<file path="src/hdl/rwdc_pkg.sv">
`default_nettype none
// ---------------------------------------------------------------------------
// rwdc_pkg
// Types and constants shared by the dominant color classifier modules.
// ---------------------------------------------------------------------------
package rwdc_pkg;

    localparam int SAMPLE_W    = 16;
    localparam int SUM_W       = 22;
    localparam int LEN_W       = 7;
    localparam int COEF_W      = 16;
    localparam int FRAC_W      = 12;
    localparam int CODE_W      = 2;
    localparam int CFG_INDEX_W = 3;
    localparam int CFG_DATA_W  = 16;
    localparam int SCALED_W    = SUM_W + COEF_W;
    localparam int PROD_W      = SCALED_W + COEF_W;
    localparam int LEN_MAX     = (2 ** LEN_W) - 1;

    // color codes
    localparam logic [CODE_W-1:0] COLOR_NONE  = 2'd0;
    localparam logic [CODE_W-1:0] COLOR_RED   = 2'd1;
    localparam logic [CODE_W-1:0] COLOR_GREEN = 2'd2;
    localparam logic [CODE_W-1:0] COLOR_BLUE  = 2'd3;

    // configuration register indexes
    localparam logic [CFG_INDEX_W-1:0] REG_WINDOW_LENGTH   = 3'd0;
    localparam logic [CFG_INDEX_W-1:0] REG_RED_GAIN        = 3'd1;
    localparam logic [CFG_INDEX_W-1:0] REG_GREEN_GAIN      = 3'd2;
    localparam logic [CFG_INDEX_W-1:0] REG_BLUE_GAIN       = 3'd3;
    localparam logic [CFG_INDEX_W-1:0] REG_DOMINANCE_RATIO = 3'd4;

    // reset values
    localparam logic [LEN_W-1:0]  WINDOW_LENGTH_RST   = 7'd16;
    localparam logic [COEF_W-1:0] GAIN_RST            = 16'd4096;
    localparam logic [COEF_W-1:0] DOMINANCE_RATIO_RST = 16'd4915;

    typedef struct packed {
        logic [SAMPLE_W-1:0] red_sample;
        logic [SAMPLE_W-1:0] green_sample;
        logic [SAMPLE_W-1:0] blue_sample;
    } sample_t;

    typedef struct packed {
        logic [CODE_W-1:0] color_code;
        logic [SUM_W-1:0]  red_window_sum;
        logic [SUM_W-1:0]  green_window_sum;
        logic [SUM_W-1:0]  blue_window_sum;
    } result_t;

    typedef struct packed {
        logic [SUM_W-1:0] red_sum;
        logic [SUM_W-1:0] green_sum;
        logic [SUM_W-1:0] blue_sum;
    } window_t;

    typedef struct packed {
        logic [LEN_W-1:0]  window_length;
        logic [COEF_W-1:0] red_gain;
        logic [COEF_W-1:0] green_gain;
        logic [COEF_W-1:0] blue_gain;
        logic [COEF_W-1:0] dominance_ratio;
    } cfg_t;

endpackage
`default_nettype wire

</file>
<file path="src/hdl/rwdc_front.sv">
`default_nettype none
// ---------------------------------------------------------------------------
// rwdc_front
// Accepts samples, keeps the saturating window sums and hands each finished
// window to the queue.
// ---------------------------------------------------------------------------
module rwdc_front #(
    parameter int MAX_WINDOW = 64
) (
    input  logic                     clk,
    input  logic                     rst_n,
    input  logic [rwdc_pkg::LEN_W-1:0] window_length,
    input  logic                     sample_valid,
    output logic                     sample_ready,
    input  rwdc_pkg::sample_t        sample,
    input  logic                     queue_full,
    output logic                     push,
    output rwdc_pkg::window_t        push_data
);
    import rwdc_pkg::*;

    localparam logic [LEN_W-1:0] LEN_CAP =
        (MAX_WINDOW > LEN_MAX) ? LEN_W'(LEN_MAX) : LEN_W'(MAX_WINDOW);

    logic [LEN_W-1:0] count_reg;
    logic [SUM_W-1:0] red_acc_reg;
    logic [SUM_W-1:0] green_acc_reg;
    logic [SUM_W-1:0] blue_acc_reg;

    logic [LEN_W-1:0] len;
    logic [LEN_W-1:0] count_next;
    logic             window_done;
    logic             accept;
    window_t          sum_next;

    function automatic logic [SUM_W-1:0] sat_add(
        input logic [SUM_W-1:0]    acc,
        input logic [SAMPLE_W-1:0] s
    );
        logic [SUM_W:0] total;
        begin
            total = {1'b0, acc} + (SUM_W+1)'(s);
            return total[SUM_W] ? {SUM_W{1'b1}} : total[SUM_W-1:0];
        end
    endfunction

    always_comb
    begin
        priority if (window_length == '0)
            len = LEN_W'(1);
        else if (window_length > LEN_CAP)
            len = LEN_CAP;
        else
            len = window_length;
    end

    // count stays below the cap on len, so the increment never wraps
    assign count_next  = count_reg + LEN_W'(1);
    assign window_done = (count_next >= len);

    assign sum_next.red_sum   = sat_add(red_acc_reg, sample.red_sample);
    assign sum_next.green_sum = sat_add(green_acc_reg, sample.green_sample);
    assign sum_next.blue_sum  = sat_add(blue_acc_reg, sample.blue_sample);

    // only a window-closing sample needs room in the queue
    assign sample_ready = !(window_done && queue_full);
    assign accept       = sample_valid && sample_ready;
    assign push         = accept && window_done;
    assign push_data    = sum_next;

    always_ff @(posedge clk or negedge rst_n)
    begin
        if (!rst_n)
        begin
            count_reg     <= '0;
            red_acc_reg   <= '0;
            green_acc_reg <= '0;
            blue_acc_reg  <= '0;
        end
        else if (accept)
        begin
            if (window_done)
            begin
                count_reg     <= '0;
                red_acc_reg   <= '0;
                green_acc_reg <= '0;
                blue_acc_reg  <= '0;
            end
            else
            begin
                count_reg     <= count_next;
                red_acc_reg   <= sum_next.red_sum;
                green_acc_reg <= sum_next.green_sum;
                blue_acc_reg  <= sum_next.blue_sum;
            end
        end
    end

endmodule
`default_nettype wire

</file>
<file path="src/hdl/rwdc_queue.sv">
`default_nettype none
// ---------------------------------------------------------------------------
// rwdc_queue
// Two-entry queue of finished window sums between front and back.
// ---------------------------------------------------------------------------
module rwdc_queue (
    input  logic              clk,
    input  logic              rst_n,
    input  logic              push,
    input  rwdc_pkg::window_t push_data,
    output logic              full,
    input  logic              pop,
    output rwdc_pkg::window_t pop_data,
    output logic              empty
);
    import rwdc_pkg::*;

    localparam int DEPTH = 2;

    window_t    entry_reg [DEPTH];
    logic       wr_ptr_reg;
    logic       rd_ptr_reg;
    logic [1:0] fill_reg;

    assign full     = (fill_reg == 2'(DEPTH));
    assign empty    = (fill_reg == '0);
    assign pop_data = entry_reg[rd_ptr_reg];

    always_ff @(posedge clk)
    begin
        if (push)
            entry_reg[wr_ptr_reg] <= push_data;
    end

    always_ff @(posedge clk or negedge rst_n)
    begin
        if (!rst_n)
        begin
            wr_ptr_reg <= 1'b0;
            rd_ptr_reg <= 1'b0;
            fill_reg   <= '0;
        end
        else
        begin
            if (push)
                wr_ptr_reg <= !wr_ptr_reg;
            if (pop)
                rd_ptr_reg <= !rd_ptr_reg;
            if (push && !pop)
                fill_reg <= fill_reg + 2'd1;
            else if (pop && !push)
                fill_reg <= fill_reg - 2'd1;
        end
    end

endmodule
`default_nettype wire

</file>
<file path="src/hdl/rwdc_back.sv">
`default_nettype none
// ---------------------------------------------------------------------------
// rwdc_back
// Scales one window's sums, runs the dominance tests through a shared
// multiplier and holds the result in the output register.
// ---------------------------------------------------------------------------
module rwdc_back (
    input  logic              clk,
    input  logic              rst_n,
    input  rwdc_pkg::cfg_t    cfg,
    input  logic              empty,
    input  rwdc_pkg::window_t pop_data,
    output logic              pop,
    output logic              result_valid,
    input  logic              result_ready,
    output rwdc_pkg::result_t result
);
    import rwdc_pkg::*;

    typedef enum logic [1:0] {
        ST_IDLE,
        ST_MUL,
        ST_CMP
    } state_t;

    localparam logic [2:0] STEP_RED_GAIN    = 3'd0;
    localparam logic [2:0] STEP_GREEN_GAIN  = 3'd1;
    localparam logic [2:0] STEP_BLUE_GAIN   = 3'd2;
    localparam logic [2:0] STEP_RED_RATIO   = 3'd3;
    localparam logic [2:0] STEP_GREEN_RATIO = 3'd4;
    localparam logic [2:0] STEP_BLUE_RATIO  = 3'd5;

    state_t                state_reg;
    logic [2:0]            step_reg;
    window_t               win_reg;
    logic [SCALED_W-1:0]   red_scaled_reg;
    logic [SCALED_W-1:0]   green_scaled_reg;
    logic [SCALED_W-1:0]   blue_scaled_reg;
    logic [PROD_W-1:0]     red_prod_reg;
    logic [PROD_W-1:0]     green_prod_reg;
    logic [PROD_W-1:0]     blue_prod_reg;
    logic                  result_valid_reg;
    result_t               result_reg;

    logic [SCALED_W-1:0]   mul_a;
    logic [COEF_W-1:0]     mul_b;
    logic [PROD_W-1:0]     product;
    logic [CODE_W-1:0]     code;
    logic                  out_free;
    logic                  load_result;

    // scaled a shifted up by the fraction bits against scaled b times ratio
    function automatic logic beats(
        input logic [SCALED_W-1:0] a,
        input logic [PROD_W-1:0]   b_times_ratio
    );
        begin
            return PROD_W'({a, {FRAC_W{1'b0}}}) > b_times_ratio;
        end
    endfunction

    always_comb
    begin
        unique case (step_reg)
            STEP_RED_GAIN:
            begin
                mul_a = SCALED_W'(win_reg.red_sum);
                mul_b = cfg.red_gain;
            end
            STEP_GREEN_GAIN:
            begin
                mul_a = SCALED_W'(win_reg.green_sum);
                mul_b = cfg.green_gain;
            end
            STEP_BLUE_GAIN:
            begin
                mul_a = SCALED_W'(win_reg.blue_sum);
                mul_b = cfg.blue_gain;
            end
            STEP_RED_RATIO:
            begin
                mul_a = red_scaled_reg;
                mul_b = cfg.dominance_ratio;
            end
            STEP_GREEN_RATIO:
            begin
                mul_a = green_scaled_reg;
                mul_b = cfg.dominance_ratio;
            end
            STEP_BLUE_RATIO:
            begin
                mul_a = blue_scaled_reg;
                mul_b = cfg.dominance_ratio;
            end
            default:
            begin
                mul_a = '0;
                mul_b = '0;
            end
        endcase
    end

    assign product = PROD_W'(mul_a) * PROD_W'(mul_b);

    always_comb
    begin
        priority if (beats(red_scaled_reg, green_prod_reg)
                     && beats(red_scaled_reg, blue_prod_reg))
            code = COLOR_RED;
        else if (beats(green_scaled_reg, red_prod_reg)
                 && beats(green_scaled_reg, blue_prod_reg))
            code = COLOR_GREEN;
        else if (beats(blue_scaled_reg, red_prod_reg)
                 && beats(blue_scaled_reg, green_prod_reg))
            code = COLOR_BLUE;
        else
            code = COLOR_NONE;
    end

    assign out_free     = !result_valid_reg || result_ready;
    assign load_result  = (state_reg == ST_CMP) && out_free;
    assign pop          = (state_reg == ST_IDLE) && !empty;
    assign result_valid = result_valid_reg;
    assign result       = result_reg;

    always_ff @(posedge clk or negedge rst_n)
    begin
        if (!rst_n)
        begin
            state_reg        <= ST_IDLE;
            step_reg         <= '0;
            result_valid_reg <= 1'b0;
        end
        else
        begin
            if (load_result)
                result_valid_reg <= 1'b1;
            else if (result_ready)
                result_valid_reg <= 1'b0;

            unique case (state_reg)
                ST_IDLE:
                begin
                    if (!empty)
                    begin
                        win_reg   <= pop_data;
                        step_reg  <= STEP_RED_GAIN;
                        state_reg <= ST_MUL;
                    end
                end
                ST_MUL:
                begin
                    unique case (step_reg)
                        STEP_RED_GAIN:    red_scaled_reg   <= product[SCALED_W-1:0];
                        STEP_GREEN_GAIN:  green_scaled_reg <= product[SCALED_W-1:0];
                        STEP_BLUE_GAIN:   blue_scaled_reg  <= product[SCALED_W-1:0];
                        STEP_RED_RATIO:   red_prod_reg     <= product;
                        STEP_GREEN_RATIO: green_prod_reg   <= product;
                        STEP_BLUE_RATIO:  blue_prod_reg    <= product;
                        default:          ;
                    endcase
                    if (step_reg == STEP_BLUE_RATIO)
                        state_reg <= ST_CMP;
                    else
                        step_reg <= step_reg + 3'd1;
                end
                ST_CMP:
                begin
                    if (out_free)
                    begin
                        result_reg.color_code       <= code;
                        result_reg.red_window_sum   <= win_reg.red_sum;
                        result_reg.green_window_sum <= win_reg.green_sum;
                        result_reg.blue_window_sum  <= win_reg.blue_sum;
                        state_reg                   <= ST_IDLE;
                    end
                end
                default:
                begin
                    state_reg <= ST_IDLE;
                end
            endcase
        end
    end

endmodule
`default_nettype wire

</file>
<file path="src/hdl/rgb_window_dominant_color_core.sv">
`default_nettype none
// ---------------------------------------------------------------------------
// rgb_window_dominant_color_core
// Dominant color classifier over windows of raw red, green and blue samples.
// ---------------------------------------------------------------------------
// The core takes one sample transaction per cycle unless a window-closing
// sample waits for queue room, adding each channel into a saturating 22-bit
// window sum. The sample that fills the window (length from window_length,
// zero read as one, capped at MAX_WINDOW and at 127) moves the three sums
// into a two-entry queue and clears them. The back end works through one
// window as a queue pop, six products on one shared 38x16 multiplier (three
// gain scalings, three products with dominance_ratio) and a compare step
// that loads the output register once it is free. A window-closing sample
// waits when the queue already holds two windows; other samples are always
// taken. Windows no shorter than the back end's work on a window stream at
// one sample per cycle while result_ready is high. The configuration
// port is always ready and must only be written while the core is idle.
module rgb_window_dominant_color_core #(
    parameter int MAX_WINDOW = 64
) (
    input  logic                             clk,
    input  logic                             rst_n,
    input  logic                             cfg_valid,
    output logic                             cfg_ready,
    input  logic [rwdc_pkg::CFG_INDEX_W-1:0] cfg_index,
    input  logic [rwdc_pkg::CFG_DATA_W-1:0]  cfg_data,
    input  logic                             sample_valid,
    output logic                             sample_ready,
    input  rwdc_pkg::sample_t                sample,
    output logic                             result_valid,
    input  logic                             result_ready,
    output rwdc_pkg::result_t                result
);
    import rwdc_pkg::*;

    cfg_t    cfg_reg;
    logic    push;
    window_t push_data;
    logic    queue_full;
    logic    pop;
    window_t pop_data;
    logic    queue_empty;

    assign cfg_ready = 1'b1;

    always_ff @(posedge clk or negedge rst_n)
    begin
        if (!rst_n)
        begin
            cfg_reg.window_length   <= WINDOW_LENGTH_RST;
            cfg_reg.red_gain        <= GAIN_RST;
            cfg_reg.green_gain      <= GAIN_RST;
            cfg_reg.blue_gain       <= GAIN_RST;
            cfg_reg.dominance_ratio <= DOMINANCE_RATIO_RST;
        end
        else if (cfg_valid)
        begin
            unique case (cfg_index)
                REG_WINDOW_LENGTH:   cfg_reg.window_length   <= cfg_data[LEN_W-1:0];
                REG_RED_GAIN:        cfg_reg.red_gain        <= cfg_data;
                REG_GREEN_GAIN:      cfg_reg.green_gain      <= cfg_data;
                REG_BLUE_GAIN:       cfg_reg.blue_gain       <= cfg_data;
                REG_DOMINANCE_RATIO: cfg_reg.dominance_ratio <= cfg_data;
                default:             ;
            endcase
        end
    end

    rwdc_front #(
        .MAX_WINDOW (MAX_WINDOW)
    ) u_front (
        .clk           (clk),
        .rst_n         (rst_n),
        .window_length (cfg_reg.window_length),
        .sample_valid  (sample_valid),
        .sample_ready  (sample_ready),
        .sample        (sample),
        .queue_full    (queue_full),
        .push          (push),
        .push_data     (push_data)
    );

    rwdc_queue u_queue (
        .clk       (clk),
        .rst_n     (rst_n),
        .push      (push),
        .push_data (push_data),
        .full      (queue_full),
        .pop       (pop),
        .pop_data  (pop_data),
        .empty     (queue_empty)
    );

    rwdc_back u_back (
        .clk          (clk),
        .rst_n        (rst_n),
        .cfg          (cfg_reg),
        .empty        (queue_empty),
        .pop_data     (pop_data),
        .pop          (pop),
        .result_valid (result_valid),
        .result_ready (result_ready),
        .result       (result)
    );

endmodule
`default_nettype wire
</file>
<file path="config.mk">
export PLATFORM = sky130hd
export DESIGN_NAME = rgb_window_dominant_color_core
export DESIGN_NICKNAME = d
export VERILOG_FILES = /design/src/hdl/rwdc_pkg.sv /design/src/hdl/rwdc_front.sv /design/src/hdl/rwdc_queue.sv /design/src/hdl/rwdc_back.sv /design/src/hdl/rgb_window_dominant_color_core.sv
export SDC_FILE = /design/constraint.sdc
export NUM_CORES = 2
export LEC_CHECK = 0
export ABC_CLOCK_PERIOD_IN_PS = 10300
export BUFFER_PORTS_ARGS = -buffer_cell sky130_fd_sc_hd__buf_2
export CAP_MARGIN = 15
export CORE_UTILIZATION = 30
export CTS_BUF_LIST = sky130_fd_sc_hd__clkbuf_8
export CTS_CLUSTER_SIZE = 28
export DETAILED_ROUTE_END_ITERATION = 10
export PLACE_DENSITY = 0.55
export SLEW_MARGIN = 20
export SYNTH_ARGS = -nofsm -noshare
export SYNTH_HDL_FRONTEND = slang
export SYNTH_HIERARCHICAL = 1
export SYNTH_SLANG_ARGS = --single-unit
</file>
<file path="constraint.sdc">
create_clock -name clk -period 10.3 [get_ports clk]
set_clock_uncertainty 0.05 [all_clocks]
set_input_delay 0 -clock clk [delete_from_list [all_inputs] [get_ports clk]]
set_output_delay 0 -clock clk [all_outputs]
set_load 0.05 [all_outputs]
</file>
======== After elaboration in Yosys (flattened, before gate mapping) ========
Memories as Yosys holds them, arrays and structs flattened. A register that Yosys moved wholly into a read port is not among the register bits.
Cells that the tools add are included.
word-level totals
  bits of input ports ..................... 72
  bits in registers ....................... 498
  memory bits (read-only) ................. 0
  output and inout port bits .............. 71
  memory bits (writable) .................. 132
  word-level logic and storage cells ...... 127
  bits in latches ......................... 0
  memories ................................ 1
memories
  name               depth  bits a word  rd ports  clocked after Yosys merged registers in  wr ports  line              source
  u_queue.entry_reg  2      66           1         1                                        1         rwdc_queue.sv:20  window_t entry_reg [DEPTH];
cells by class
  reductions and logical operators ........ 42
  muxes and demuxes ....................... 26
  order comparisons ....................... 8
  $add $sub $neg .......................... 7
  equality and inequality tests ........... 16
  bitwise operators ....................... 1
  multipliers ............................. 1
  shift operators ......................... 0
  div/mod/pow operators ................... 0
operators by type and width
  cell                                                             number
  50-bit by 54-bit greater-than comparator with 1-bit output       6
  38-bit one-hot mux with 6 select lines                           1
  22-bit two-way mux                                               6
  22-bit by 16-bit adder with 23-bit output                        3
  16-bit one-hot mux with 4 select lines                           1
  38-bit by 16-bit multiplier with 54-bit output                   1
  3-bit AND reduction                                              10
  7-bit two-way mux                                                3
  2-bit two-way mux                                                7
  3-bit by 2-bit == test with 1-bit output, second input constant  4
  1-bit logical AND                                                10
  2-bit AND reduction                                              5
  3-bit == test, second input constant                             3
  7-bit by 1-bit adder with 7-bit output, second input constant    1
  7-bit >= comparator                                              1
  7-bit greater-than comparator, second input constant             1
  1-bit logical NOT                                                7
  7-bit logical NOT                                                1
  3-bit by 1-bit == test with 1-bit output, second input constant  2
  3-bit logical NOT                                                2
  3-bit two-way mux                                                2
  2-bit one-hot mux with 3 select lines                            1
  3-bit one-hot mux with 2 select lines                            1
  2-bit nonzero test                                               3
  other kinds (12)                                                 19

======== Depth between registers and ports, before layout ========
  depth after elaboration ................. 12
  mapped depth ............................ 32
  mapped depth without buffers ............ 27

======== Modules after synthesis ========
Netlist, hierarchy kept.
modules (own cells, without submodules)
  module                          cells an instance  area an instance (um^2)  times used
  rwdc_back                       3,750              38,897.3                 1
  rwdc_front                      760                6,321.1                  1
  rwdc_queue                      221                5,062.4                  1
  rgb_window_dominant_color_core  156                2,835.2                  1

======== Worst setup path after synthesis ========
Ideal clock, no wire load.
  kind .................................... register to register
  start ................................... register u_back.step_reg[2]
  end ..................................... register u_back.blue_prod_reg[52] (data pin)
  cell stages (with the launch flop) ...... 31
  setup slack ............................. 1.983 ns
  buffers on the path ..................... 6
  data arrival time ....................... 8.000 ns
  cells stage by stage .................... dfrtp_1 > buf_2 > buf_2 > buf_1 > inv_1 > ha_1 > or3_1 > clkbuf_1 > a221oi_2 > clkbuf_1 > nor2_1 > fa_1 > inv_1 > fa_1 > fa_1 > inv_1 > fa_1 > fa_1 > inv_1 > fa_1 > inv_1 > ha_1 > clkbuf_1 > nand4_1 > nor4_1 > nand3_1 > o21ai_1 > nor4_1 > or3b_1 > and3b_1 > a211o_1
between the ends
  longest elaborated chain between the ends .. 4
  elaborated cells between the ends (all ways) .. 10
ends and longest elaborated chain
  item                                                                              line              source
  from (decl)                                                                       rwdc_back.sv:34   logic [2:0] step_reg;
  from (signal assigned)                                                            rwdc_back.sv:165  step_reg <= step_reg + 3'd1;
  3-bit by 2-bit == test with 1-bit output / 3-bit == test (equally long branches)  rwdc_back.sv:64   unique case (step_reg)
  3-bit OR reduction (no line)                                                      n/a
  16-bit one-hot mux with 4 select lines                                            rwdc_back.sv:64
  38-bit by 16-bit multiplier with 54-bit output (*)                                rwdc_back.sv:103  assign product = PROD_W'(mul_a) * PROD_W'(mul_b);
  net u_back.product[52]                                                            rwdc_back.sv:47   logic [PROD_W-1:0] product;
  to (signal assigned)                                                              rwdc_back.sv:159  STEP_BLUE_RATIO: blue_prod_reg <= product;
  to (decl)                                                                         rwdc_back.sv:41   logic [PROD_W-1:0] blue_prod_reg;
The timed path passes the listed nets; every way through them passes the cells marked *.
A chain may end at the register's enable or synchronous reset.

======== Final worst setup path ========
  start ................................... register u_back.step_reg[2]
  end ..................................... register u_back.blue_prod_reg[41] (data pin)
Same word-level chain as after synthesis.

==> metrics.csv <==
metric,value,unit
initial antenna violation count,5,
average size of a mapped cell,10.9,sq um
xor/xnor cell area share of the yosys netlist,1.67,%
final core utilization,34.3,%
Via Count,38800,
RSZ-0062 raised after global routing,false,
Worst Path Required,10.81,ns
fin nets,6157,
global route overflow,0,
clock-pin slew on the worst setup and hold paths,0.07,ns
Root Driver,clkbuf_8,
die height,423,um
Yosys top cell by area,edfxtp_1,
Synth Area in Simple Gates,10.7,%
YS warnings,6,
clk sinks,696,
CP endpoint,u_back/blue_prod_reg[41],
Synth top area share,30.6,%
CP max stage cell,a222oi_1,
Final Hold Fails,0,
vias per cell,5.11,
Tmin final,9.90,ns
Worst path max stage delay,0.94,ns
mapped cell area,0.0531,sq mm
worst-margin pin slew,1.21,ns
Critical Path Source,u_back/step_reg[2],
"Seq/Total Area, Yosys",37.9,%
first-pass GRT wire length,260000,um
core area,0.176,sq mm
final slew viol count,0,
drt total wl,177000,um
IO Count,143,
Pre-antenna DRT Iters,8,
DRT antenna net count,0,
CP Launch Type,flip-flop,
count of cell types in the netlist,98,
max reg flops,132,
multiplexer share of the synthesized area,4.20,%
vias in the first global route,39300,
register bit total from synthesis,696,
outcome,completed,
Synth Flop Type,edfxtp_1,
num rows,154,
Filler cells,17700,
largest family of logic cells by synthesized area,adder cells,
crit path DAT,10.41,ns
layout cells sized above 1,12.8,%
initial DRC count,3329,
TritonCTS buffer count,107,
most numerous cell in the Yosys netlist,inv_1,
fmax,0.101,GHz
die area,0.179,sq mm
Syn-to-layout area delta,13.7,%
Synth area leaders,"edfxtp_1 (31%), fa_1 (19%), ha_1 (9.8%)",
Max-Cap Viols,0,
worst-case reg-to-reg path depth,23,
post-synthesis async set-or-reset flop share,22.1,%
H-tree depth,3,
gpl congestion,0.981,
Post-synth top cells,"inv_1 (755), nand2_1 (668), edfxtp_1 (542), fa_1 (505), ha_1 (416)",
CP most frequent cell,fa_1,
CP max FO,41,
initial core utilization,30.2,%
Final HPWL DP,137000,um
clk_lat worst skew,0.87,ns
Synth Area in Compound Gates,9.71,%
DIE WIDTH,423,um
DR DRC count,0,
Tcrit/Tclk final,96.1,%
worst setup path category,flip-flop to flip-flop,
Setup TNS,0,ns
GRT Util Overall,19.6,%
Worst setup EP type,flip-flop,
count of input and output buffers,141,
Max clock buf depth,3,
Finish-stage setup viols,0,
"EDFF count, synth",542,
cells along the critical path,buf_4 -> mux2_2 -> a222oi_1 -> nand2_1 -> nand2_1 -> fa_1 -> inv_1 -> fa_1 -> fa_1 -> fa_1 -> fa_1 -> inv_1 -> fa_1 -> inv_1 -> ha_1 -> a21oi_1 -> o21ai_0 -> a41oi_1 -> nor2_1 -> a211oi_1 -> buf_4 -> o21ai_0 -> xnor2_1,
CTS tree,yes,
FF-to-FF setup slack,0.40,ns
post-synthesis adder-cell area fraction,28.8,%
pin count of the biggest net entering global routing,76,
FF-to-FF Start,u_back/step_reg[2],
Slew headroom,19.4,%
WL/cell,23.2,um
FF-to-FF End,u_back/blue_prod_reg[41],
syn_nets,5880,
type of the worst min-delay path,input pin to flip-flop,
Synth Instances,4887,
## worst min-delay path by stage
stage / from / end / slack, ns / cells past startpoint
floorplan: rst_n / cfg_reg[10] / -0.35 / 0
global placement: rst_n / u_front/blue_acc_reg[6] / -0.11 / 1
detailed placement: rst_n / u_front/blue_acc_reg[6] / -0.11 / 1
CTS: result_ready / u_back/result_valid / 0.03 / 4
global route: cfg_data[5] / cfg_reg[37] / 0.09 / 3
finish: result_ready / u_back/result_valid / 0.08 / 4
## layer usage
| metal | track usage, % | share of wire [%] |
|---|---|---|
| met1 | 26.4 | 42 |
| met4 | 7.71 | 4.1 |
| met3 | 2.96 | 7.5 |
| met2 | 31.5 | 46 |
| met5 | 0 | 0.0062 |
## cells in the final DEF, fill, tap and decap left out, types with 16 or more instances in the layout
| cell | count |
|---|---|
| a221o_1 | 17 |
| ha_1 | 416 |
| dfrtp_1 | 141 |
| clkinv_2 | 27 |
| a21oi_1 | 236 |
| a22oi_1 | 40 |
| mux2_4 | 40 |
| nor3_1 | 26 |
| and3_1 | 32 |
| a22o_1 | 62 |
| clkbuf_8 | 114 |
| clkinv_1 | 17 |
| o21ai_0 | 121 |
| nor4_1 | 20 |
| a221oi_1 | 16 |
| nand3_1 | 55 |
| o21a_1 | 19 |
| buf_4 | 108 |
| nand2_1 | 667 |
| and2_1 | 43 |
| buf_2 | 141 |
| edfxtp_1 | 542 |
| inv_1 | 779 |
| fa_1 | 505 |
| a21o_1 | 80 |
| a211oi_1 | 27 |
| xor2_1 | 41 |
| mux2_2 | 131 |
| xnor2_1 | 55 |
| dlygate4sd3_1 | 109 |
| nor2_1 | 236 |
| nor2b_1 | 21 |
| nand4_1 | 79 |
## final cells by class
type                       instances  area, sq um  share of cell area [%]
clock inverter                    90          773                    1.28
sequential                       696        20100                    33.4
antenna                            2         5.00                 0.00829
tap                             2340         2930                    4.85
clock buffer                     114         1570                    2.60
timing repair buffer             365         2740                    4.53
inverter                         755         2830                    4.69
multi-input combinational       3239        29400                    48.7
## through the flow
stage                     cell area [sq um]  instances  setup WS, ns  hold slack [ns]
final                                 60400       7601         0.404           0.0839
after global routing                  60400       7600         0.113           0.0938
after CTS                             60400       7599         0.354           0.0306
after detailed placement              56900       7285         0.351           -0.112
after global placement                56900       7283         0.154           -0.114
after floorplan                       53100       4887          1.98           -0.346
## cell families (layout without fill, tap and decap cells)
group / count (synthesis) / after routing
buffers and inverters: 952 / 1324
xor gates and xnor gates: 101 / 101
AOI/OAI and AO/OA: 767 / 767
DFF: 696 / 696
other: 1 / 3
and+or+nand+nor: 1264 / 1264
adders and majority gates: 921 / 921
muxes: 185 / 185
## worst max-delay path, delay by kind of cell (launching register included)
kind,cells,cell delay (ns)
mux,1,0.40
flops,1,0.45
buf+inv,5,0.88
compound gates,6,2.67
fa+ha+maj,7,3.45
xor+xnor,1,0.41
simple gates,3,1.29
## timing repair
item / in CTS / in global routing
hold buffers: 110 / 0
endpoints found under the setup margin: 0 / 6
endpoints found under the hold margin: 489 / 0
resized for setup: 0 / 1
setup buffers: 0 / 0
Power is not shown: default switching activity piles up to over one toggle a cycle in this logic, so the estimate is an artifact.
